### src/design/assert_macros.svh
// Assertion macros used by the statistics engine.
`ifndef ASSERT_MACROS_SVH
`define ASSERT_MACROS_SVH
// Implication checked on every clock edge outside reset.
`define CHK_IMPL(label, clk, rst_n, ante, cons, msg) \
  label: assert property (@(posedge clk) disable iff (!rst_n) (ante) |-> (cons)) \
    else $error(msg);
// Next-cycle implication checked outside reset.
`define CHK_NEXT(label, clk, rst_n, ante, cons, msg) \
  label: assert property (@(posedge clk) disable iff (!rst_n) (ante) |=> (cons)) \
    else $error(msg);
`endif

### src/design/fwbs_pkg.sv
// Package: shared types and constants of the flow window statistics block.
`timescale 1ns / 1ps
package fwbs_pkg;
  localparam int unsigned NUM_STATS = 14;
  localparam logic [3:0] LAST_IDX = 4'd13;
  localparam logic [19:0] NS_PER_MS = 20'd1000000;

  localparam logic [2:0] REG_BYTE_EN = 3'd0;
  localparam logic [2:0] REG_GAP_EN = 3'd1;
  localparam logic [2:0] REG_BURST_EN = 3'd2;
  localparam logic [2:0] REG_THRESH = 3'd3;
  localparam logic [2:0] REG_SHORT = 3'd4;
  localparam logic [2:0] REG_LONG = 3'd5;

  localparam logic FUNC_PKT = 1'b0;
  localparam logic FUNC_CLOSE = 1'b1;

  typedef struct packed {
    logic        func;
    logic [62:0] arrival_time;
    logic [15:0] pkt_len;
  } req_t;

  typedef struct packed {
    logic        byte_en;
    logic        gap_en;
    logic        burst_en;
    logic [31:0] thresh;
    logic [51:0] short_ns;
    logic [51:0] long_ns;
  } cfg_t;
endpackage

### src/design/fwbs_cfg.sv
// Configuration register file with APB-style write and read access.
`timescale 1ns / 1ps
module fwbs_cfg (
  input  logic              clk,
  input  logic              rst_n,
  input  logic              psel,
  input  logic              penable,
  input  logic              pwrite,
  input  logic [4:0]        paddr,
  input  logic [31:0]       pwdata,
  output logic [31:0]       prdata,
  output fwbs_pkg::cfg_t    cfg
);
  logic        byte_en_r, gap_en_r, burst_en_r;
  logic [31:0] thresh_r, short_r, long_r;
  logic [2:0]  idx;
  logic        wr;

  assign idx = paddr[4:2];
  assign wr = psel & penable & pwrite;

  always_ff @(posedge clk) begin
    if (!rst_n) begin
      byte_en_r <= 1'b1;
      gap_en_r <= 1'b1;
      burst_en_r <= 1'b1;
      thresh_r <= '0;
      short_r <= '0;
      long_r <= '0;
    end else if (wr) begin
      case (idx)
        fwbs_pkg::REG_BYTE_EN: byte_en_r <= pwdata[0];
        fwbs_pkg::REG_GAP_EN: gap_en_r <= pwdata[0];
        fwbs_pkg::REG_BURST_EN: burst_en_r <= pwdata[0];
        fwbs_pkg::REG_THRESH: thresh_r <= pwdata;
        fwbs_pkg::REG_SHORT: short_r <= pwdata;
        fwbs_pkg::REG_LONG: long_r <= pwdata;
        default: ;
      endcase
    end
  end

  always_comb begin
    case (idx)
      fwbs_pkg::REG_BYTE_EN: prdata = {31'd0, byte_en_r};
      fwbs_pkg::REG_GAP_EN: prdata = {31'd0, gap_en_r};
      fwbs_pkg::REG_BURST_EN: prdata = {31'd0, burst_en_r};
      fwbs_pkg::REG_THRESH: prdata = thresh_r;
      fwbs_pkg::REG_SHORT: prdata = short_r;
      fwbs_pkg::REG_LONG: prdata = long_r;
      default: prdata = '0;
    endcase
  end

  // Gap limits converted from ms to ns; registered, so no multiplier in the item path.
  logic [51:0] short_ns_r, long_ns_r;
  always_ff @(posedge clk) begin
    short_ns_r <= short_r * fwbs_pkg::NS_PER_MS;
    long_ns_r <= long_r * fwbs_pkg::NS_PER_MS;
  end

  assign cfg.byte_en = byte_en_r;
  assign cfg.gap_en = gap_en_r;
  assign cfg.burst_en = burst_en_r;
  assign cfg.thresh = thresh_r;
  assign cfg.short_ns = short_ns_r;
  assign cfg.long_ns = long_ns_r;
endmodule

### config.mk
export PLATFORM = sky130hd
export DESIGN_NAME = fwbs_cfg
export DESIGN_NICKNAME = d
export VERILOG_FILES = /design/src/design/assert_macros.svh /design/src/design/fwbs_pkg.sv /design/src/design/fwbs_cfg.sv
export SDC_FILE = /design/constraint.sdc
export NUM_CORES = 1
export LEC_CHECK = 0
export BUFFER_PORTS_ARGS = -buffer_cell sky130_fd_sc_hd__buf_2
export CAP_MARGIN = 30
export CORE_MARGIN = 1
export CORE_UTILIZATION = 42
export CTS_BUF_LIST = sky130_fd_sc_hd__clkbuf_16
export DETAILED_ROUTE_END_ITERATION = 16
export PLACE_DENSITY = 0.68
export RECOVER_POWER = 100
export SLEW_MARGIN = 20
export SYNTH_ARGS = -nofsm -noshare
export SYNTH_HDL_FRONTEND = slang
export SYNTH_SLANG_ARGS = --single-unit
### constraint.sdc
create_clock -name clk -period 5.8 [get_ports clk]
set_clock_uncertainty 0.2 [all_clocks]
set_input_delay 0.58 -clock clk [delete_from_list [all_inputs] [get_ports clk]]
set_output_delay 0.58 -clock clk [all_outputs]
set_load 0.005 [all_outputs]
==> results.ini <==
[cts]
clock_sinks = 191
tritoncts = built
clockRootBuffer = clkbuf_16
htreeDepth = 4
cts_buffer_depth = 2
insertion_delay_ns = 0.50
clk_pin_slew_ns = 0.07
cts_buffers = 17

[drt]
viasPerCell = 5.03
highest_layer = met4
route.met3.wl_microns = 3500
wl_met1_microns = 23700
drc_errors = 0
met2WireLength_microns = 26600
postRouteAntennaNets = 0
via_count = 16000
wirelength_microns = 55800
drt_iter0_markers = 887
dr.pass1.iters = 5
wl_per_cell_microns = 17.6

[sta]
fin_crit_ns = 5.95
hold_violations = 0
relSlewSlack = -0.909
setup_viol = 15
fmax_mhz = 168
slew_viol_final = 138
setup_ws_ns = -0.154
fin_hold_ws_ns = 0.168
tns_ns = -1.05
finalCritPeriodShare = 1.03
rsz0062_at_grt = true
worst_pin_slew_ns = 2.86

[worst_setup_path]
crit_path_frequent_cell = fa_1
cpMaxStageDelayCell = fa_1
r2r-end = short_ns_r[51]
path_class = flop to flop
slowest_delay_ns = 0.53
crit_arrival_ns = 6.14
cp_cell_sequence = inv_4 -> fa_1 -> inv_1 -> fa_1 -> fa_1 -> fa_1 -> ha_1 -> inv_1 -> fa_1 -> inv_2 -> ha_4 -> nand2_2 -> or3_1 -> a31oi_4 -> o31ai_4 -> a211oi_4 -> nor2_2 -> o31a_1 -> buf_4 -> o211ai_1 -> a21oi_1 -> xnor2_1
worstRegToRegCells = 22
start_kind = flop
end_kind = flop
r2r_setup_slack_ns = -0.15
worst_ep_required_time_ns = 5.99
crit_start = short_r[2]
r2r_start = short_r[2]
cp_max_fo = 3

[yosys]
netlist_area_sq_mm = 0.0204
synth_edf_count = 0
synth_cell_types = 67
syn_area_per_cell_sq_um = 9.31
yosysTopAreaCellShare = 0.265
yosys.area.top_type = fa_1
yosysWarnings = 0
yosysSeqAreaShare = 0.187
synth-seq-cells = 191
ys.flop_type = dfxtp_1
synth_cells = 2194
synth_area_leaders = fa_1 (26%), ha_1 (19%), dfxtp_1 (19%)
async_reset_ff_frac = 0

[final_layout]
stdcell_area_sq_mm = 0.0245
fillers = 4438
multi_input_area_sq_mm = 0.0153
drive_gt1_frac = 0.186
instances_no_fill = 3177
area_growth_pct = 20.0
num-nets-final = 3164
register_area_sq_mm = 0.00384

[placement]
pre_cts_ws_ns = -0.238
gp_congestion = 0.941
dpl-instance-area_sq_mm = 0.0233
dp.cells = 3126
portBuffers = 198
place_hpwl_microns = 45800

[outcome]
status = complete, but fails checks
violations = max-capacitance violations, max-slew violations, negative setup slack

[power]
p_per_area_mw_per_mm2 = 119
p_leak_nw = 13.2
ir_drop_uv = 184

[hold_path]
hold_path_end = thresh_r[9]
hold_path_class = input port to flop
whs_path_depth = 3
hp-start = pwdata[9]

[global_routing]
antenna_found_initial = 2
grt_max_degree = 67
overflow = 0
first_global_vias = 16500
grt_usage = 0.230
grt_pass1_wl_microns = 87900

[job]
drv_cap = 3

[floorplanning]
rows = 80
design.core.area_sq_mm = 0.0478
io_pins = 213
die_w_microns = 223
dieArea_sq_mm = 0.0495
initial_core_util = 0.427
die_y_microns = 223

## final cells by class
class                           count  area share
Sequential cell                   191       0.157
Inverter                          446      0.0688
Tap cell                          615      0.0314
Clock inverter                     15     0.00592
Antenna cell                        3    0.000306
Multi-Input combinational cell   1491       0.622
Timing Repair Buffer              399      0.0972
Clock buffer                       17      0.0174
## layer usage
metal	GRT usage	vias to the layer above
met5	0	-
met4	0.0910	0
met3	0.0481	100
li1	-	7685
met1	0.294	7760
met2	0.379	448
## cell usage after synthesis, types with 8 or more instances
cell and number:
a21boi_0 97, a21o_1 38, a21oi_1 86, a31oi_1 9
and3_1 8, buf_4 15, clkbuf_1 54, dfxtp_1 191
fa_1 270, ha_1 306, inv_1 446, mux2i_1 35
nand2_1 270, nand3_1 16, nand4_1 20, nor2_1 53
nor2b_1 8, nor3_1 12, o21ai_0 63, o21bai_1 13
or2_2 8, xnor2_1 54, xor2_1 30
## sequential cells by signal, summed over array words and instances, names as in the netlist
| signal | flops |
|---|---|
| long_ns_r | 46 |
| short_r | 32 |
| burst_en_r | 1 |
| byte_en_r | 1 |
| gap_en_r | 1 |
| thresh_r | 32 |
| long_r | 32 |
| short_ns_r | 46 |
## layout by cell type (no fill, tap or decap), drive strengths merged, types with 9 or more instances in the layout
master | netlist | layout
clkbuf | 55 | 111
o21bai | 13 | 13
xnor2 | 54 | 54
dfxtp | 191 | 191
o21ai | 68 | 68
a21oi | 87 | 87
conb | 1 | 12
a31oi | 10 | 10
ha | 306 | 306
nor2 | 53 | 53
nand4 | 20 | 20
buf | 22 | 305
nand2 | 270 | 270
fa | 270 | 270
inv | 446 | 449
a21boi | 97 | 97
a21o | 38 | 38
nor3 | 13 | 13
o31ai | 9 | 9
xor2 | 30 | 30
mux2i | 35 | 35
nand3 | 16 | 16
## worst max-delay path by stage
stage                                end  slack (ns)  cells after the start
after global routing      short_ns_r[50]       -0.36                     21
final                     short_ns_r[51]       -0.15                     22
after floorplan            long_ns_r[47]      -0.007                     21
after global placement    short_ns_r[49]       -0.20                     21
after CTS                 short_ns_r[49]       -0.13                     23
after detailed placement  short_ns_r[49]       -0.24                     21
## worst max-delay path: cells and delay by family (launching register included)
kind            cells  cell delay [ns]
fa+ha+maj           7             2.99
compound gates      6             1.24
simple gates        3             0.55
flops               1             0.38
buf+inv             5             0.34
xor+xnor            1             0.13
## logic make-up after synthesis
| kind of cell | share of synthesized area |
|---|---|
| fa+ha+maj | 0.452 |
| buf+inv | 0.0992 |
| simple gates | 0.0897 |
| compound gates | 0.119 |
| flops | 0.187 |
| xor+xnor | 0.0360 |
| mux | 0.0171 |
| other cells | 0.000184 |
## repair_timing
item,in CTS,in global routing
gates resized for setup,50,103
pin swaps,24,38
hold buffers,0,0
cloned,0,0
setup endpoints to repair,20,25
setup buffers,8,9
## power breakdown
part	switching, mW	internal [mW]
sequential	0.0117	1.34
clock	0.569	0.629
combinational	0.208	0.153
total	0.789	2.12
## stage by stage
| step | util | total power [mW] |
|---|---|---|
| 6_report | 0.512 | 2.91 |
| 5_1_grt | 0.512 | 3.03 |
| 4_1_cts | 0.505 | 2.93 |
| 3_5_place_dp | 0.487 | 1.72 |
| 3_3_place_gp | 0.487 | 1.71 |
| 2_1_floorplan | - | 1.58 |
No activity file was read; power rests on OpenSTA's default activity.
