<file path="src/design/assert_macros.svh">
// Assertion macros used by the statistics engine.
`ifndef ASSERT_MACROS_SVH
`define ASSERT_MACROS_SVH
// Implication checked on every clock edge outside reset.
`define CHK_IMPL(label, clk, rst_n, ante, cons, msg) \
  label: assert property (@(posedge clk) disable iff (!rst_n) (ante) |-> (cons)) \
    else $error(msg);
// Next-cycle implication checked outside reset.
`define CHK_NEXT(label, clk, rst_n, ante, cons, msg) \
  label: assert property (@(posedge clk) disable iff (!rst_n) (ante) |=> (cons)) \
    else $error(msg);
`endif

</file>
<file path="src/design/fwbs_pkg.sv">
// Package: shared types and constants of the flow window statistics block.
`timescale 1ns / 1ps
package fwbs_pkg;
  localparam int unsigned NUM_STATS = 14;
  localparam logic [3:0] LAST_IDX = 4'd13;
  localparam logic [19:0] NS_PER_MS = 20'd1000000;

  localparam logic [2:0] REG_BYTE_EN = 3'd0;
  localparam logic [2:0] REG_GAP_EN = 3'd1;
  localparam logic [2:0] REG_BURST_EN = 3'd2;
  localparam logic [2:0] REG_THRESH = 3'd3;
  localparam logic [2:0] REG_SHORT = 3'd4;
  localparam logic [2:0] REG_LONG = 3'd5;

  localparam logic FUNC_PKT = 1'b0;
  localparam logic FUNC_CLOSE = 1'b1;

  typedef struct packed {
    logic        func;
    logic [62:0] arrival_time;
    logic [15:0] pkt_len;
  } req_t;

  typedef struct packed {
    logic        byte_en;
    logic        gap_en;
    logic        burst_en;
    logic [31:0] thresh;
    logic [51:0] short_ns;
    logic [51:0] long_ns;
  } cfg_t;
endpackage

</file>
<file path="src/design/fwbs_fifo.sv">
// Short request queue between front end and statistics engine.
`timescale 1ns / 1ps
module fwbs_fifo #(
  parameter int unsigned DEPTH = 4
) (
  input  logic             clk,
  input  logic             rst_n,
  input  logic             wr_en,
  input  fwbs_pkg::req_t   wr_data,
  output logic             full,
  input  logic             rd_en,
  output fwbs_pkg::req_t   rd_data,
  output logic             empty
);
  localparam int unsigned AW = (DEPTH > 1) ? $clog2(DEPTH) : 1;
  fwbs_pkg::req_t mem_r [DEPTH];
  logic [AW-1:0] wp_r, rp_r;
  logic [AW:0]   cnt_r;

  assign full = (cnt_r == (AW+1)'(DEPTH));
  assign empty = (cnt_r == '0);
  assign rd_data = mem_r[rp_r];

  always_ff @(posedge clk) begin
    if (wr_en) mem_r[wp_r] <= wr_data;
  end

  always_ff @(posedge clk) begin
    if (!rst_n) begin
      wp_r <= '0;
      rp_r <= '0;
      cnt_r <= '0;
    end else begin
      if (wr_en) wp_r <= (wp_r == AW'(DEPTH-1)) ? '0 : wp_r + 1'b1;
      if (rd_en) rp_r <= (rp_r == AW'(DEPTH-1)) ? '0 : rp_r + 1'b1;
      cnt_r <= cnt_r + (AW+1)'(wr_en) - (AW+1)'(rd_en);
    end
  end
endmodule

</file>
<file path="config.mk">
export PLATFORM = sky130hd
export DESIGN_NAME = fwbs_fifo
export DESIGN_NICKNAME = d
export VERILOG_FILES = /design/src/design/assert_macros.svh /design/src/design/fwbs_pkg.sv /design/src/design/fwbs_fifo.sv
export SDC_FILE = /design/constraint.sdc
export NUM_CORES = 1
export LEC_CHECK = 0
export BUFFER_PORTS_ARGS = -buffer_cell sky130_fd_sc_hd__buf_2
export CORE_MARGIN = 2
export CORE_UTILIZATION = 51
export DETAILED_ROUTE_END_ITERATION = 8
export PLACE_DENSITY = 0.77
export RECOVER_POWER = 50
export SYNTH_ARGS = -nofsm -noshare
export SYNTH_HDL_FRONTEND = slang
export SYNTH_SLANG_ARGS = --single-unit
</file>
<file path="constraint.sdc">
create_clock -name clk -period 2.6 [get_ports clk]
set_input_delay 0.39 -clock clk [delete_from_list [all_inputs] [get_ports clk]]
set_output_delay 0.39 -clock clk [all_outputs]
set_load 0.005 [all_outputs]
</file>
==> impl_metrics.sql <==
INSERT INTO impl_metrics (metric_group, metric, value, unit) VALUES
('run_status', 'status', 'finished, final reports clean', ''),
('timing', 'fin_tns_setup', '0', 'ps'),
('setup_path', 'worst_path_class_setup', 'reg2out', ''),
('grt', 'grt_pass1_vias', '5917', ''),
('grt', 'grt_first_pass_wirelength', '32910', 'um'),
('setup_path', 'critPathSlowestCell', 'sky130_fd_sc_hd__dfxtp_4', ''),
('clock_network', 'cts_hold_fix_bufs', '0', ''),
('timing', 'slew_violations', '0', ''),
('yosys', 'yosysSeqAreaShare', '81.01', '%'),
('final_layout', 'mostFrequentLayoutCells', 'sky130_fd_sc_hd__edfxtp_1, sky130_fd_sc_hd__clkbuf_1, sky130_fd_sc_hd__buf_2', ''),
('pwr', 'switching_share_of_power', '19.87', '%'),
('detailed_routing', 'detailedRoute.firstIterationViolations', '331', ''),
('grt', 'antenna_found_initial', '1', ''),
('timing', 'setup-violations-final', '0', ''),
('timing', 'final_period_minus_worst_setup_slack', '2355', 'ps'),
('clock_network', 'cts_tree', 'done', ''),
('floorplan', 'core_region_area', '23330', 'um^2'),
('pwr', 'vdd_ir_drop_max', '0.0005999', 'V'),
('floorplan', 'initial_utilization', '51.79', '%'),
('pwr', 'sequentialPowerShare', '52.4', '%'),
('pwr', 'internal_power', '9377', 'uW'),
('final_layout', 'post_route_cells_drive_above_1_share', '34.79', '%'),
('clock_network', 'clkTransAtPathRegs', '50', 'ps'),
('timing', 'maxSlewHeadroom', '39.91', '%'),
('yosys', 'synthCells', '462', ''),
('setup_path', 'worst_path_cell_trace', 'buf_4 -> mux4_2 -> buf_2', ''),
('setup_path', 'cp.buffers_inverters', '2', ''),
('setup_path', 'crit_path_max_fanout', '28', ''),
('final_layout', 'sequential_cell_area', '9797', 'um^2'),
('clock_network', 'worstSkewPairLatency', '490', 'ps'),
('yosys', 'postSynthAreaPerCell', '26.16', 'um^2'),
('yosys', 'postSynthNetCount', '554', ''),
('clock_network', 'clkSinkCount', '329', ''),
('setup_path', 'worst-endpoint-required', '2210', 'ps'),
('final_layout', 'layout.cells.non_filler', '1006', ''),
('grt', 'grt-ovfl-total', '0', ''),
('clock_network', 'cts_max_path_buffers', '3', ''),
('placed_design', 'buffer_ports.inserted', '165', ''),
('setup_path', 'setup.worst_path.start_class', 'register', ''),
('placed_design', 'dpl.cell_count', '945', ''),
('clock_network', 'cts_root_buf', 'sky130_fd_sc_hd__clkbuf_16', ''),
('yosys', 'synth.yosys.warnings', '0', ''),
('clock_network', 'post_cts.resized_instances', '0', ''),
('clock_network', 'h-tree-depth', '2', ''),
('final_layout', 'multiInputGateArea', '2061', 'um^2'),
('grt', 'grt_max_degree', '34', ''),
('timing', 'finalHoldViolations', '0', ''),
('timing', 'finalCritPeriodShare', '90.57', '%'),
('pwr', 'power_switching', '2325', 'uW'),
('final_layout', 'layout-area-overhead-vs-synth', '19.01', '%'),
('clock_network', 'cts_buffers', '35', ''),
('floorplan', 'std_cell_rows', '56', ''),
('timing', 'timing.fmax', '424.7', 'MHz'),
('detailed_routing', 'route.detailed.wl_per_inst', '21.47', 'um'),
('hold_path', 'hold_path.class', 'in2reg', ''),
('final_layout', 'filler_cell_count', '1624', ''),
('setup_path', 'crit_path_arrival_time', '1960', 'ps'),
('pwr', 'comb_power_share', '7.8', '%'),
('flow_run', 'max_cap_violations', '0', ''),
('yosys', 'synth_cell_type_count', '19', ''),
('floorplan', 'io_pins', '166', ''),
('yosys', 'yosys_register_bits', '329', ''),
('setup_path', 'max_stage_delay', '640', 'ps'),
('detailed_routing', 'drt-pass1-iter-count', '4', ''),
('final_layout', 'diodes', '0', ''),
('floorplan', 'chipHeight', '157.9', 'um'),
('timing', 'grt_setup_unrepaired', 'false', ''),
('final_layout', 'most_common_cell_after_layout_fill_and_taps_aside', 'sky130_fd_sc_hd__edfxtp_1', ''),
('detailed_routing', 'drt-vias-per-instance', '5.457', ''),
('detailed_routing', 'wire_length_after_detailed_routing', '21600', 'um'),
('placed_design', 'detailedPlacementHpwl', '13560', 'um');
-- cell families (layout without fill, tap and decap cells) --
logic type,Yosys count,count (layout),synth area share (%)
and+or+nand+nor,15,15,0.7455
xor gates and xnor gates,1,1,0.1967
AOI/OAI and AO/OA,2,2,0.08284
adders and majority gates,8,8,0.8904
DFF,329,329,81.01
muxes,82,82,15.08
buffers and inverters,25,250,1.998
-- stage by stage --
step,total power [uW],instance area (um^2),utilization (%),setup WS (ps),hold slack [ps]
2_1_floorplan,6751,12090,-,629.5,475.8
3_3_place_gp,7135,13360,57.28,565.9,479.0
3_5_place_dp,7186,13360,57.28,565.4,507.1
4_1_cts,11830,14460,61.98,45.43,96.18
5_1_grt,12150,14380,61.64,159.0,146.4
6_report,11700,14380,61.64,245.2,147.8
-- layout make-up --
class | count | share of cell area [%]
clock buffer | 47 | 6.908
inverter | 7 | 0.1827
multi-input combinational | 108 | 14.33
clock inverter | 11 | 0.7221
sequential | 329 | 68.12
tap | 319 | 2.775
timing repair buffer | 185 | 6.960
-- flip-flops by register name, indices dropped and copies added (netlist names), named ones only --
register / flops
cnt_r: 3
mem_r: 320
rp_r: 2
wp_r: 2
-- power groups by stage --
stage / Combinational (uW) / Sequential (uW) / Clock (uW)
after global routing: 1000 / 6150 / 5000
after global placement: 901 / 6230 / 0
after CTS: 938 / 6140 / 4750
after detailed placement: 933 / 6250 / 0
after floorplan: 545 / 6210 / 0
final: 911 / 6130 / 4660
-- worst reg2reg max path: stages, from the launching register on --
cell                      delay, ps
sky130_fd_sc_hd__dfxtp_1        350
sky130_fd_sc_hd__inv_1           90
sky130_fd_sc_hd__ha_1           140
sky130_fd_sc_hd__and2_2         740
sky130_fd_sc_hd__buf_12         290
-- worst paths after layout --
path                            startpoint           end  slack [ps]  cells past startpoint
worst max-delay path              register   rd_data[22]         250                      3
worst max register to register     wp_r[0]  mem_r[2][18]         670                      4
worst min-delay path                 rst_n      cnt_r[0]         150                      2
worst min register to register     rp_r[0]      register         520                      2
-- cells in the mapped netlist --
master / instances / area (um^2)
sky130_fd_sc_hd__nor2_1: 3 / 11.26
sky130_fd_sc_hd__buf_12: 8 / 160.2
sky130_fd_sc_hd__dfxtp_1: 9 / 180.2
sky130_fd_sc_hd__or3b_2: 2 / 17.52
sky130_fd_sc_hd__and3_1: 1 / 6.260
sky130_fd_sc_hd__inv_1: 7 / 26.28
sky130_fd_sc_hd__nor3_1: 1 / 5.000
sky130_fd_sc_hd__fa_1: 1 / 20.02
sky130_fd_sc_hd__mux2i_1: 2 / 20.02
sky130_fd_sc_hd__nand2b_1: 2 / 12.51
sky130_fd_sc_hd__and2_1: 6 / 37.54
sky130_fd_sc_hd__mux4_2: 80 / 1802
sky130_fd_sc_hd__buf_2: 8 / 40.04
sky130_fd_sc_hd__edfxtp_1: 320 / 9609
sky130_fd_sc_hd__xor3_1: 1 / 23.77
sky130_fd_sc_hd__a21oi_1: 2 / 10.01
sky130_fd_sc_hd__ha_1: 7 / 87.58
sky130_fd_sc_hd__buf_1: 1 / 3.750
sky130_fd_sc_hd__buf_6: 1 / 11.26
-- per-layer routing --
metal / routed length, um / GRT usage [%] / vias to the layer above / part of all wire [%]
li1: - / - / 2385 / -
met1: 8728 / 23.04 / 2872 / 40
met2: 10930 / 29.73 / 192 / 51
met3: 1504 / 5.010 / 39 / 7.0
met4: 416 / 4.633 / 2 / 1.9
met5: 16 / 0 / - / 0.074
Power figures use the tool's default switching activity.
