File: config.mk
export PLATFORM = sky130hd
export DESIGN_NAME = fwbs_engine_flat
export DESIGN_NICKNAME = d
export VERILOG_FILES = /design/src/design/fwbs_pkg.sv /design/src/design/fwbs_in_if.sv /design/src/design/fwbs_engine.sv /design/src/flat_wrapper.sv
export VERILOG_INCLUDE_DIRS = /design/src /design/src/design
export SDC_FILE = /design/constraint.sdc
export NUM_CORES = 2
export LEC_CHECK = 0
export BUFFER_PORTS_ARGS = -buffer_cell sky130_fd_sc_hd__buf_4
export CORE_AREA = 3 3 567 400
export DETAILED_ROUTE_END_ITERATION = 6
export DIE_AREA = 0 0 570 403
export PLACE_DENSITY = 0.68
export RECOVER_POWER = 100
export SLEW_MARGIN = 5
export SYNTH_ARGS = -nofsm -noshare
export SYNTH_HDL_FRONTEND = slang
export SYNTH_SLANG_ARGS = --single-unit
File: constraint.sdc
create_clock -name clk -period 39.7 [get_ports clk]
set_input_delay 5.955 -clock clk [delete_from_list [all_inputs] [get_ports clk]]
set_output_delay 5.955 -clock clk [all_outputs]
set_load 0.05 [all_outputs]
File: src/design/assert_macros.svh
// Assertion macros used by the statistics engine.
`ifndef ASSERT_MACROS_SVH
`define ASSERT_MACROS_SVH
// Implication checked on every clock edge outside reset.
`define CHK_IMPL(label, clk, rst_n, ante, cons, msg) \
  label: assert property (@(posedge clk) disable iff (!rst_n) (ante) |-> (cons)) \
    else $error(msg);
// Next-cycle implication checked outside reset.
`define CHK_NEXT(label, clk, rst_n, ante, cons, msg) \
  label: assert property (@(posedge clk) disable iff (!rst_n) (ante) |=> (cons)) \
    else $error(msg);
`endif

File: src/design/fwbs_pkg.sv
// Package: shared types and constants of the flow window statistics block.
`timescale 1ns / 1ps
package fwbs_pkg;
  localparam int unsigned NUM_STATS = 14;
  localparam logic [3:0] LAST_IDX = 4'd13;
  localparam logic [19:0] NS_PER_MS = 20'd1000000;

  localparam logic [2:0] REG_BYTE_EN = 3'd0;
  localparam logic [2:0] REG_GAP_EN = 3'd1;
  localparam logic [2:0] REG_BURST_EN = 3'd2;
  localparam logic [2:0] REG_THRESH = 3'd3;
  localparam logic [2:0] REG_SHORT = 3'd4;
  localparam logic [2:0] REG_LONG = 3'd5;

  localparam logic FUNC_PKT = 1'b0;
  localparam logic FUNC_CLOSE = 1'b1;

  typedef struct packed {
    logic        func;
    logic [62:0] arrival_time;
    logic [15:0] pkt_len;
  } req_t;

  typedef struct packed {
    logic        byte_en;
    logic        gap_en;
    logic        burst_en;
    logic [31:0] thresh;
    logic [51:0] short_ns;
    logic [51:0] long_ns;
  } cfg_t;
endpackage

File: src/design/fwbs_in_if.sv


interface fwbs_out_if;
  logic        valid;
  logic        ready;
  logic [3:0]  stat_index;
  logic [63:0] stat_value;
  logic        last_stat;
  modport source(output valid, stat_index, stat_value, last_stat, input ready);
  modport sink(input valid, stat_index, stat_value, last_stat, output ready);
endinterface

File: src/design/fwbs_engine.sv
// Statistics engine: packet updates, burst detector and the close/emit sequence.
`timescale 1ns / 1ps
`include "assert_macros.svh"
module fwbs_engine (
  input  logic            clk,
  input  logic            rst_n,
  input  fwbs_pkg::cfg_t  cfg,
  input  logic            req_valid,
  input  fwbs_pkg::req_t  req,
  output logic            req_take,
  fwbs_out_if.source      out
);
  typedef enum logic {ST_RUN, ST_EMIT} state_t;
  state_t state_r;
  logic [3:0] idx_r;

  logic [31:0] pkt_cnt_r, byte_sum_r;
  logic [15:0] byte_min_r, byte_max_r;
  logic [63:0] prev_r, gap_sum_r, gap_min_r, gap_max_r;
  logic        gap_seen_r;
  logic [63:0] bbeg_r, blat_r;
  logic [31:0] bbytes_r;
  logic        blive_r, bopen_r;
  logic [31:0] btot_r, bsz_sum_r, bsz_min_r, bsz_max_r;
  logic [63:0] bt_sum_r, bt_min_r, bt_max_r;

  // Snapshot taken at close, drained one statistic per cycle while the sink is free.
  logic [63:0] snap_r [fwbs_pkg::NUM_STATS];

  logic out_free;
  assign out_free = !out.valid || out.ready;
  assign req_take = (state_r == ST_RUN) && req_valid;

  logic [63:0] now, gap, since_lat, since_beg;
  logic [31:0] len32, bsum;
  assign now = {1'b0, req.arrival_time};
  assign len32 = {16'd0, req.pkt_len};
  assign gap = now - prev_r;
  assign since_lat = now - blat_r;
  assign since_beg = now - bbeg_r;
  assign bsum = bbytes_r + len32;

  // Burst being finished (live), values after finish.
  logic [63:0] dur;
  assign dur = blat_r - bbeg_r;
  logic [31:0] f_tot, f_ssum, f_smin, f_smax;
  logic [63:0] f_tsum, f_tmin, f_tmax;
  always_comb begin
    f_tot = btot_r; f_ssum = bsz_sum_r; f_smin = bsz_min_r; f_smax = bsz_max_r;
    f_tsum = bt_sum_r; f_tmin = bt_min_r; f_tmax = bt_max_r;
    if (blive_r) begin
      if (btot_r == '0) begin
        f_tsum = dur; f_tmin = dur; f_tmax = dur;
        f_ssum = bbytes_r; f_smin = bbytes_r; f_smax = bbytes_r;
      end else begin
        f_tsum = bt_sum_r + dur;
        if (dur < bt_min_r) f_tmin = dur;
        else if (dur > bt_max_r) f_tmax = dur;
        f_ssum = bsz_sum_r + bbytes_r;
        if (bbytes_r < bsz_min_r) f_smin = bbytes_r;
        else if (bbytes_r > bsz_max_r) f_smax = bbytes_r;
      end
      f_tot = btot_r + 32'd1;
    end
  end

  logic is_pkt, is_close;
  assign is_pkt = req_take && (req.func == fwbs_pkg::FUNC_PKT);
  assign is_close = req_take && (req.func == fwbs_pkg::FUNC_CLOSE);

  always_ff @(posedge clk) begin
    if (!rst_n) begin
      state_r <= ST_RUN;
      idx_r <= '0;
      out.valid <= 1'b0;
      pkt_cnt_r <= '0; byte_sum_r <= '0; byte_min_r <= '0; byte_max_r <= '0;
      prev_r <= '0; gap_sum_r <= '0; gap_min_r <= '0; gap_max_r <= '0;
      gap_seen_r <= 1'b0;
      bbeg_r <= '0; blat_r <= '0; bbytes_r <= '0; blive_r <= 1'b0; bopen_r <= 1'b0;
      btot_r <= '0; bsz_sum_r <= '0; bsz_min_r <= '0; bsz_max_r <= '0;
      bt_sum_r <= '0; bt_min_r <= '0; bt_max_r <= '0;
    end else begin
      if (out.valid && out.ready && state_r != ST_EMIT) out.valid <= 1'b0;
      case (state_r)
        ST_RUN: begin
          if (is_pkt) begin
            if (cfg.byte_en) begin
              if (pkt_cnt_r == '0) begin
                byte_sum_r <= len32; byte_min_r <= req.pkt_len; byte_max_r <= req.pkt_len;
              end else begin
                byte_sum_r <= byte_sum_r + len32;
                if (req.pkt_len < byte_min_r) byte_min_r <= req.pkt_len;
                else if (req.pkt_len > byte_max_r) byte_max_r <= req.pkt_len;
              end
            end
            if (cfg.gap_en) begin
              if (pkt_cnt_r != '0) begin
                gap_seen_r <= 1'b1;
                if (!gap_seen_r) begin
                  gap_sum_r <= gap; gap_min_r <= gap; gap_max_r <= gap;
                end else begin
                  gap_sum_r <= gap_sum_r + gap;
                  if (gap < gap_min_r) gap_min_r <= gap;
                  else if (gap > gap_max_r) gap_max_r <= gap;
                end
              end
              prev_r <= now;
            end
            if (cfg.burst_en) begin
              if (!bopen_r || (!blive_r && since_beg >= {12'd0, cfg.short_ns})) begin
                bopen_r <= 1'b1; bbeg_r <= now; blat_r <= now; bbytes_r <= len32;
                blive_r <= len32 > cfg.thresh;
              end else if (blive_r && since_lat >= {12'd0, cfg.long_ns}) begin
                btot_r <= f_tot; bsz_sum_r <= f_ssum; bsz_min_r <= f_smin;
                bsz_max_r <= f_smax; bt_sum_r <= f_tsum; bt_min_r <= f_tmin;
                bt_max_r <= f_tmax;
                bopen_r <= 1'b1; bbeg_r <= now; blat_r <= now; bbytes_r <= len32;
                blive_r <= len32 > cfg.thresh;
              end else begin
                bbytes_r <= bsum; blat_r <= now;
                if (!blive_r && bsum > cfg.thresh) blive_r <= 1'b1;
              end
            end
            pkt_cnt_r <= pkt_cnt_r + 32'd1;
          end else if (is_close) begin
            snap_r[0] <= {32'd0, pkt_cnt_r};
            snap_r[1] <= {32'd0, byte_sum_r};
            snap_r[2] <= {48'd0, byte_min_r};
            snap_r[3] <= {48'd0, byte_max_r};
            snap_r[4] <= gap_sum_r;
            snap_r[5] <= gap_min_r;
            snap_r[6] <= gap_max_r;
            if (cfg.burst_en) begin
              snap_r[7] <= {32'd0, f_tot};
              snap_r[8] <= {32'd0, f_ssum};
              snap_r[9] <= {32'd0, f_smin};
              snap_r[10] <= {32'd0, f_smax};
              snap_r[11] <= f_tsum;
              snap_r[12] <= f_tmin;
              snap_r[13] <= f_tmax;
            end else begin
              snap_r[7] <= {32'd0, btot_r};
              snap_r[8] <= {32'd0, bsz_sum_r};
              snap_r[9] <= {32'd0, bsz_min_r};
              snap_r[10] <= {32'd0, bsz_max_r};
              snap_r[11] <= bt_sum_r;
              snap_r[12] <= bt_min_r;
              snap_r[13] <= bt_max_r;
            end
            pkt_cnt_r <= '0; byte_sum_r <= '0; byte_min_r <= '0; byte_max_r <= '0;
            prev_r <= '0; gap_sum_r <= '0; gap_min_r <= '0; gap_max_r <= '0;
            gap_seen_r <= 1'b0;
            bbeg_r <= '0; blat_r <= '0; bbytes_r <= '0; blive_r <= 1'b0; bopen_r <= 1'b0;
            btot_r <= '0; bsz_sum_r <= '0; bsz_min_r <= '0; bsz_max_r <= '0;
            bt_sum_r <= '0; bt_min_r <= '0; bt_max_r <= '0;
            idx_r <= '0;
            state_r <= ST_EMIT;
          end
        end
        ST_EMIT: begin
          // Hold the current result while the sink stalls; load the next one otherwise.
          if (out_free) begin
            out.valid <= 1'b1;
            out.stat_index <= idx_r;
            out.stat_value <= snap_r[idx_r];
            out.last_stat <= (idx_r == fwbs_pkg::LAST_IDX);
            if (idx_r == fwbs_pkg::LAST_IDX) state_r <= ST_RUN;
            else idx_r <= idx_r + 4'd1;
          end
        end
        default: state_r <= ST_RUN;
      endcase
    end
  end

  `CHK_IMPL(a_no_take_emit, clk, rst_n, state_r == ST_EMIT, !req_take, "take during emit")
  `CHK_IMPL(a_last_idx, clk, rst_n, out.valid && out.last_stat, out.stat_index == fwbs_pkg::LAST_IDX, "last")
  `CHK_NEXT(a_close_clears, clk, rst_n, is_close, pkt_cnt_r == '0 && !bopen_r, "close did not clear")
endmodule

File: src/flat_wrapper.sv
// flat-port wrapper written by rule: the top's interface ports become plain ports
module fwbs_engine_flat 
  (clk, rst_n, cfg, req_valid, req, req_take, out_valid, out_stat_index, out_stat_value, out_last_stat, out_ready);
  fwbs_out_if out_i ();
  input  logic clk;
  input  logic rst_n;
  input  fwbs_pkg::cfg_t cfg;
  input  logic req_valid;
  input  fwbs_pkg::req_t req;
  output logic req_take;
  output wire logic [$bits(out_i.valid)-1:0] out_valid;
  output wire logic [$bits(out_i.stat_index)-1:0] out_stat_index;
  output wire logic [$bits(out_i.stat_value)-1:0] out_stat_value;
  output wire logic [$bits(out_i.last_stat)-1:0] out_last_stat;
  input wire logic [$bits(out_i.ready)-1:0] out_ready;
  assign out_valid = out_i.valid;
  assign out_stat_index = out_i.stat_index;
  assign out_stat_value = out_i.stat_value;
  assign out_last_stat = out_i.last_stat;
  assign out_i.ready = out_ready;
  fwbs_engine u_core (.clk(clk), .rst_n(rst_n), .cfg(cfg), .req_valid(req_valid), .req(req), .req_take(req_take), .out(out_i));
endmodule
==> results.md <==
- Outcome: complete, but fails checks
- Violated checks: max-capacitance violations, max-slew violations
- Vias in the first global route: 81160
- Library cell used as clock root buffer: sky130_fd_sc_hd__clkbuf_16
- Drt drc: 0
- RSZ-0062 raised after global routing: no
- Post-cts resize count: 0
- Endpoint of the worst hold-timing path: u_core.snap_r[6][58]
- Area post-placement: 103100 um2
- Largest net degree at the start of global routing: 172
- Die Area: 229700 um2
- Sum of routed wire length over all layers: 366000 um
- Worst r2r src: u_core.blat_r[1]
- Half-perimeter wire length after detailed placement: 277700 um
- F_max: 0.04440 GHz
- Average via count per standard cell: 6.274
- Number of DRC markers in iteration 0: 11770
- Max_cap viols: 54
- Cell depth of the worst flop-to-flop path: 27
- Mean Syn Cell Area: 9.047 um2
- Synth top area cells: sky130_fd_sc_hd__edfxtp_1 21%, sky130_fd_sc_hd__dfxtp_1 17%, sky130_fd_sc_hd__ha_1 12%
- Max-slew violation count: 2627
- Worst slew margin relative to its limit: -556.6%
- Reg2Reg Setup Slack: 23300 ps
- Number of hold buffers added after cts: 0
- Leakage power: 42.13 nW
- Cells on Worst Hold Path: 0
- Site row count: 145
- Post-route cell area: 107800 um2
- Number of iterations in the first detailed-routing pass: 7
- Final critical-path share of the clock period: 56.74%
- Share of final-layout standard cells stronger than drive strength 1: 7.844%
- Clock transition time at the flip-flop clock pins of the worst setup and hold paths: 70 ps
- Std-Cell Core Area: 222200 um2
- Sw Ratio: 32.88%
- Count of port buffers added during placement: 293
- Type of destination of the critical path: flop
- Die H: 403 um
- Total net switching power: 1.434 mW
- Cell Pwr Density: 40.43 nW/um2
- Post-synthesis instance area: 97400 um2
- Number of levels the H-tree was split into: 4
- CTS max path bufs: 4
- Vias: 87530
- Initial Util: 43.82%
- Met3 track demand over resource in global routing: 10.84%
- Distinct cell type count after synthesis: 91
- Number of nets in the finished design: 12060
- Core utilization of the finished layout: 48.51%
- Async set or reset register ratio after synthesis: 0%
- Tightest Hold Check Type: flop to flop
- I/O pin total: 294
- Top cell type by total area after synthesis: sky130_fd_sc_hd__edfxtp_1
- Terminus of the critical flop-to-flop path: u_core.btot_r[25]
- TritonCTS clock tree: yes
- Postcts setup bufs: 0
- First-pass GRT wire length: 534300 um
- Pin slew with the least headroom to its limit: 9849 ps
- Insertion delay of the later-clocked pin in the worst-skew pair: 840 ps
- Clock Power Share: 35.8%
- Post-synthesis instance total: 10770
- Worst EP required: 39780 ps
- Arrival @ worst endpoint: 22600 ps
- Worst supply voltage drop on vdd: 34.67 uV
- Mean routed wirelength per cell: 26.23 um
- Area added between synthesis and finish: 10.70%
- Count of yosys warnings during synthesis: 0
- Post-route clock skew: 76.80 ps
- Nets in the synthesized netlist: 11940
- Overall die width: 570 um
- Worst hold slack across all endpoints: 434.6 ps
- EDFF count, synth: 677
- Logic gate share of total power: 25.8%
- Congestion Overflow GR: 0
- Sequential share of the synthesized area: 38.10%
- Internal: 2.926 mW
- Critical setup path kind: primary input to flop
- Largest driver fanout on the critical path: 171
- Number of antenna violations at the first check in global routing: 32
- Remaining antenna violation count after routing: 0
- Cts bufs inserted: 162
- Layer with the highest usage after global routing: met1
- Worst Setup Start Kind: primary input
- Met2 usage: 40.66%
- Hold violation total from the final report: 0
- HP Start: u_core.gap_max_r[58]
- Commonest cells in the netlist: 947 x sky130_fd_sc_hd__ha_1, 872 x sky130_fd_sc_hd__nor2_1, 863 x sky130_fd_sc_hd__nand2_1, 840 x sky130_fd_sc_hd__a21oi_1, 840 x sky130_fd_sc_hd__inv_1
- Reg power frac: 38.4%
- Total Negative Setup Slacks: 0 ps
- Most common cell in the synthesized netlist: sky130_fd_sc_hd__ha_1
- Synth top area share: 20.87%
- Yosys reg bits: 1515
- Most frequently used flop master after synthesis: sky130_fd_sc_hd__dfxtp_1
- Sink Count: 1515
- Final critical path time including I/O delays and setup: 22520 ps
- Number of setup violations in the final report: 0
- Final RePlAce weighted congestion: 1.019
- Met1 Use GR: 46.00%
- Total GRT Usage: 30.64%
[worst max path at each step]
stage,startpoint,end
2_1_floorplan,rst_n,u_core.snap_r[12][10]
4_1_cts,req[31],u_core.gap_max_r[2]
6_report,rst_n,u_core.snap_r[12][2]
5_1_grt,rst_n,u_core.snap_r[10][6]
3_3_place_gp,req[31],u_core.gap_max_r[0]
3_5_place_dp,req[31],u_core.gap_max_r[9]
[cells by family after synthesis]
kind of cell,after synthesis,share of synthesized area [%]
DFF,1515,38.10
xor gates and xnor gates,473,4.253
buffers and inverters,1377,5.423
and+or+nand+nor,2720,12.79
AOI/OAI and AO/OA,3320,22.25
muxes,404,4.838
adders and majority gates,956,12.35
[power groups by stage]
stage                     Sequential (mW)  Clock (mW)  Combinational (mW)
after floorplan                      1.72           0               0.652
after global placement               1.70           0                1.06
after detailed placement             1.70           0                1.08
after CTS                            1.67        1.57                1.09
after global routing                 1.67        1.63                1.21
final                                1.67        1.56                1.12
[layer usage]
metal  wire length [um]  part of all wire [%]  vias to the layer above
met1             162500                    44                    42400
met5                 55                 0.015                        -
met4              10650                   2.9                        8
met3              53300                    15                      564
met2             139400                    38                     5055
li1                   -                     -                    39500
[through the flow]
stage / instances / setup slack (ps) / power, mW
CTS: 13940 / 25110 / 4.327
finish: 13950 / 17180 / 4.359
detailed placement: 13650 / 24320 / 2.784
floorplan: 10770 / 6538 / 2.368
global placement: 13650 / 24470 / 2.758
global route: 13940 / 16180 / 4.513
[final cells by class]
cell class | instances | area, um2
sequential | 1515 | 37110
inverter | 843 | 3166
antenna | 10 | 25.02
tap | 2940 | 3679
timing repair buffer | 482 | 3189
multi-input combinational | 7873 | 55380
fill | 20560 | 114400
clock inverter | 74 | 798.3
clock buffer | 215 | 4469
[registers in the layout, indices dropped and copies added, names as in the netlist, 32 cells and up]
| name | flops |
|---|---|
| u_core.bbeg_r | 63 |
| u_core.bbytes_r | 32 |
| u_core.blat_r | 63 |
| u_core.bsz_max_r | 32 |
| u_core.bsz_min_r | 32 |
| u_core.bsz_sum_r | 32 |
| u_core.bt_max_r | 64 |
| u_core.bt_min_r | 64 |
| u_core.bt_sum_r | 64 |
| u_core.btot_r | 32 |
| u_core.byte_sum_r | 32 |
| u_core.gap_max_r | 64 |
| u_core.gap_min_r | 64 |
| u_core.gap_sum_r | 64 |
| u_core.out.stat_value | 64 |
| u_core.pkt_cnt_r | 32 |
| u_core.prev_r | 63 |
| u_core.snap_r | 608 |
[worst max-delay path, cell delays in order]
cell	delay (ps)
sky130_fd_sc_hd__clkbuf_1	1110
sky130_fd_sc_hd__clkinvlp_2	3920
sky130_fd_sc_hd__nor3_1	1340
sky130_fd_sc_hd__clkbuf_1	2820
sky130_fd_sc_hd__clkbuf_1	7080
[cells in the final DEF (no fill, tap or decap), types with 45 or more instances in the layout]
| master | Yosys | final |
|---|---|---|
| sky130_fd_sc_hd__o21bai_1 | 90 | 90 |
| sky130_fd_sc_hd__and3_1 | 85 | 83 |
| sky130_fd_sc_hd__o21a_1 | 80 | 80 |
| sky130_fd_sc_hd__nor2b_1 | 96 | 93 |
| sky130_fd_sc_hd__nand2b_1 | 103 | 103 |
| sky130_fd_sc_hd__dfxtp_1 | 838 | 836 |
| sky130_fd_sc_hd__ha_1 | 947 | 947 |
| sky130_fd_sc_hd__nor4_1 | 53 | 51 |
| sky130_fd_sc_hd__clkbuf_1 | 436 | 158 |
| sky130_fd_sc_hd__buf_4 | 0 | 359 |
| sky130_fd_sc_hd__nand3_1 | 175 | 175 |
| sky130_fd_sc_hd__nand2_1 | 863 | 862 |
| sky130_fd_sc_hd__o21ai_0 | 708 | 775 |
| sky130_fd_sc_hd__mux2_2 | 153 | 131 |
| sky130_fd_sc_hd__mux2i_1 | 212 | 212 |
| sky130_fd_sc_hd__a211oi_1 | 76 | 74 |
| sky130_fd_sc_hd__a21oi_1 | 840 | 838 |
| sky130_fd_sc_hd__a22oi_1 | 287 | 287 |
| sky130_fd_sc_hd__a31oi_1 | 67 | 66 |
| sky130_fd_sc_hd__a21o_1 | 351 | 350 |
| sky130_fd_sc_hd__o211ai_1 | 92 | 93 |
| sky130_fd_sc_hd__nand4_1 | 177 | 177 |
| sky130_fd_sc_hd__nor3_1 | 122 | 121 |
| sky130_fd_sc_hd__nor2_1 | 872 | 861 |
| sky130_fd_sc_hd__o31ai_1 | 52 | 52 |
| sky130_fd_sc_hd__a221oi_1 | 45 | 45 |
| sky130_fd_sc_hd__inv_1 | 840 | 839 |
| sky130_fd_sc_hd__edfxtp_1 | 677 | 677 |
| sky130_fd_sc_hd__clkbuf_16 | 0 | 167 |
| sky130_fd_sc_hd__xor2_1 | 187 | 176 |
| sky130_fd_sc_hd__xnor2_1 | 286 | 273 |
| sky130_fd_sc_hd__a22o_1 | 267 | 267 |
No activity file was read; power rests on OpenSTA's default activity.
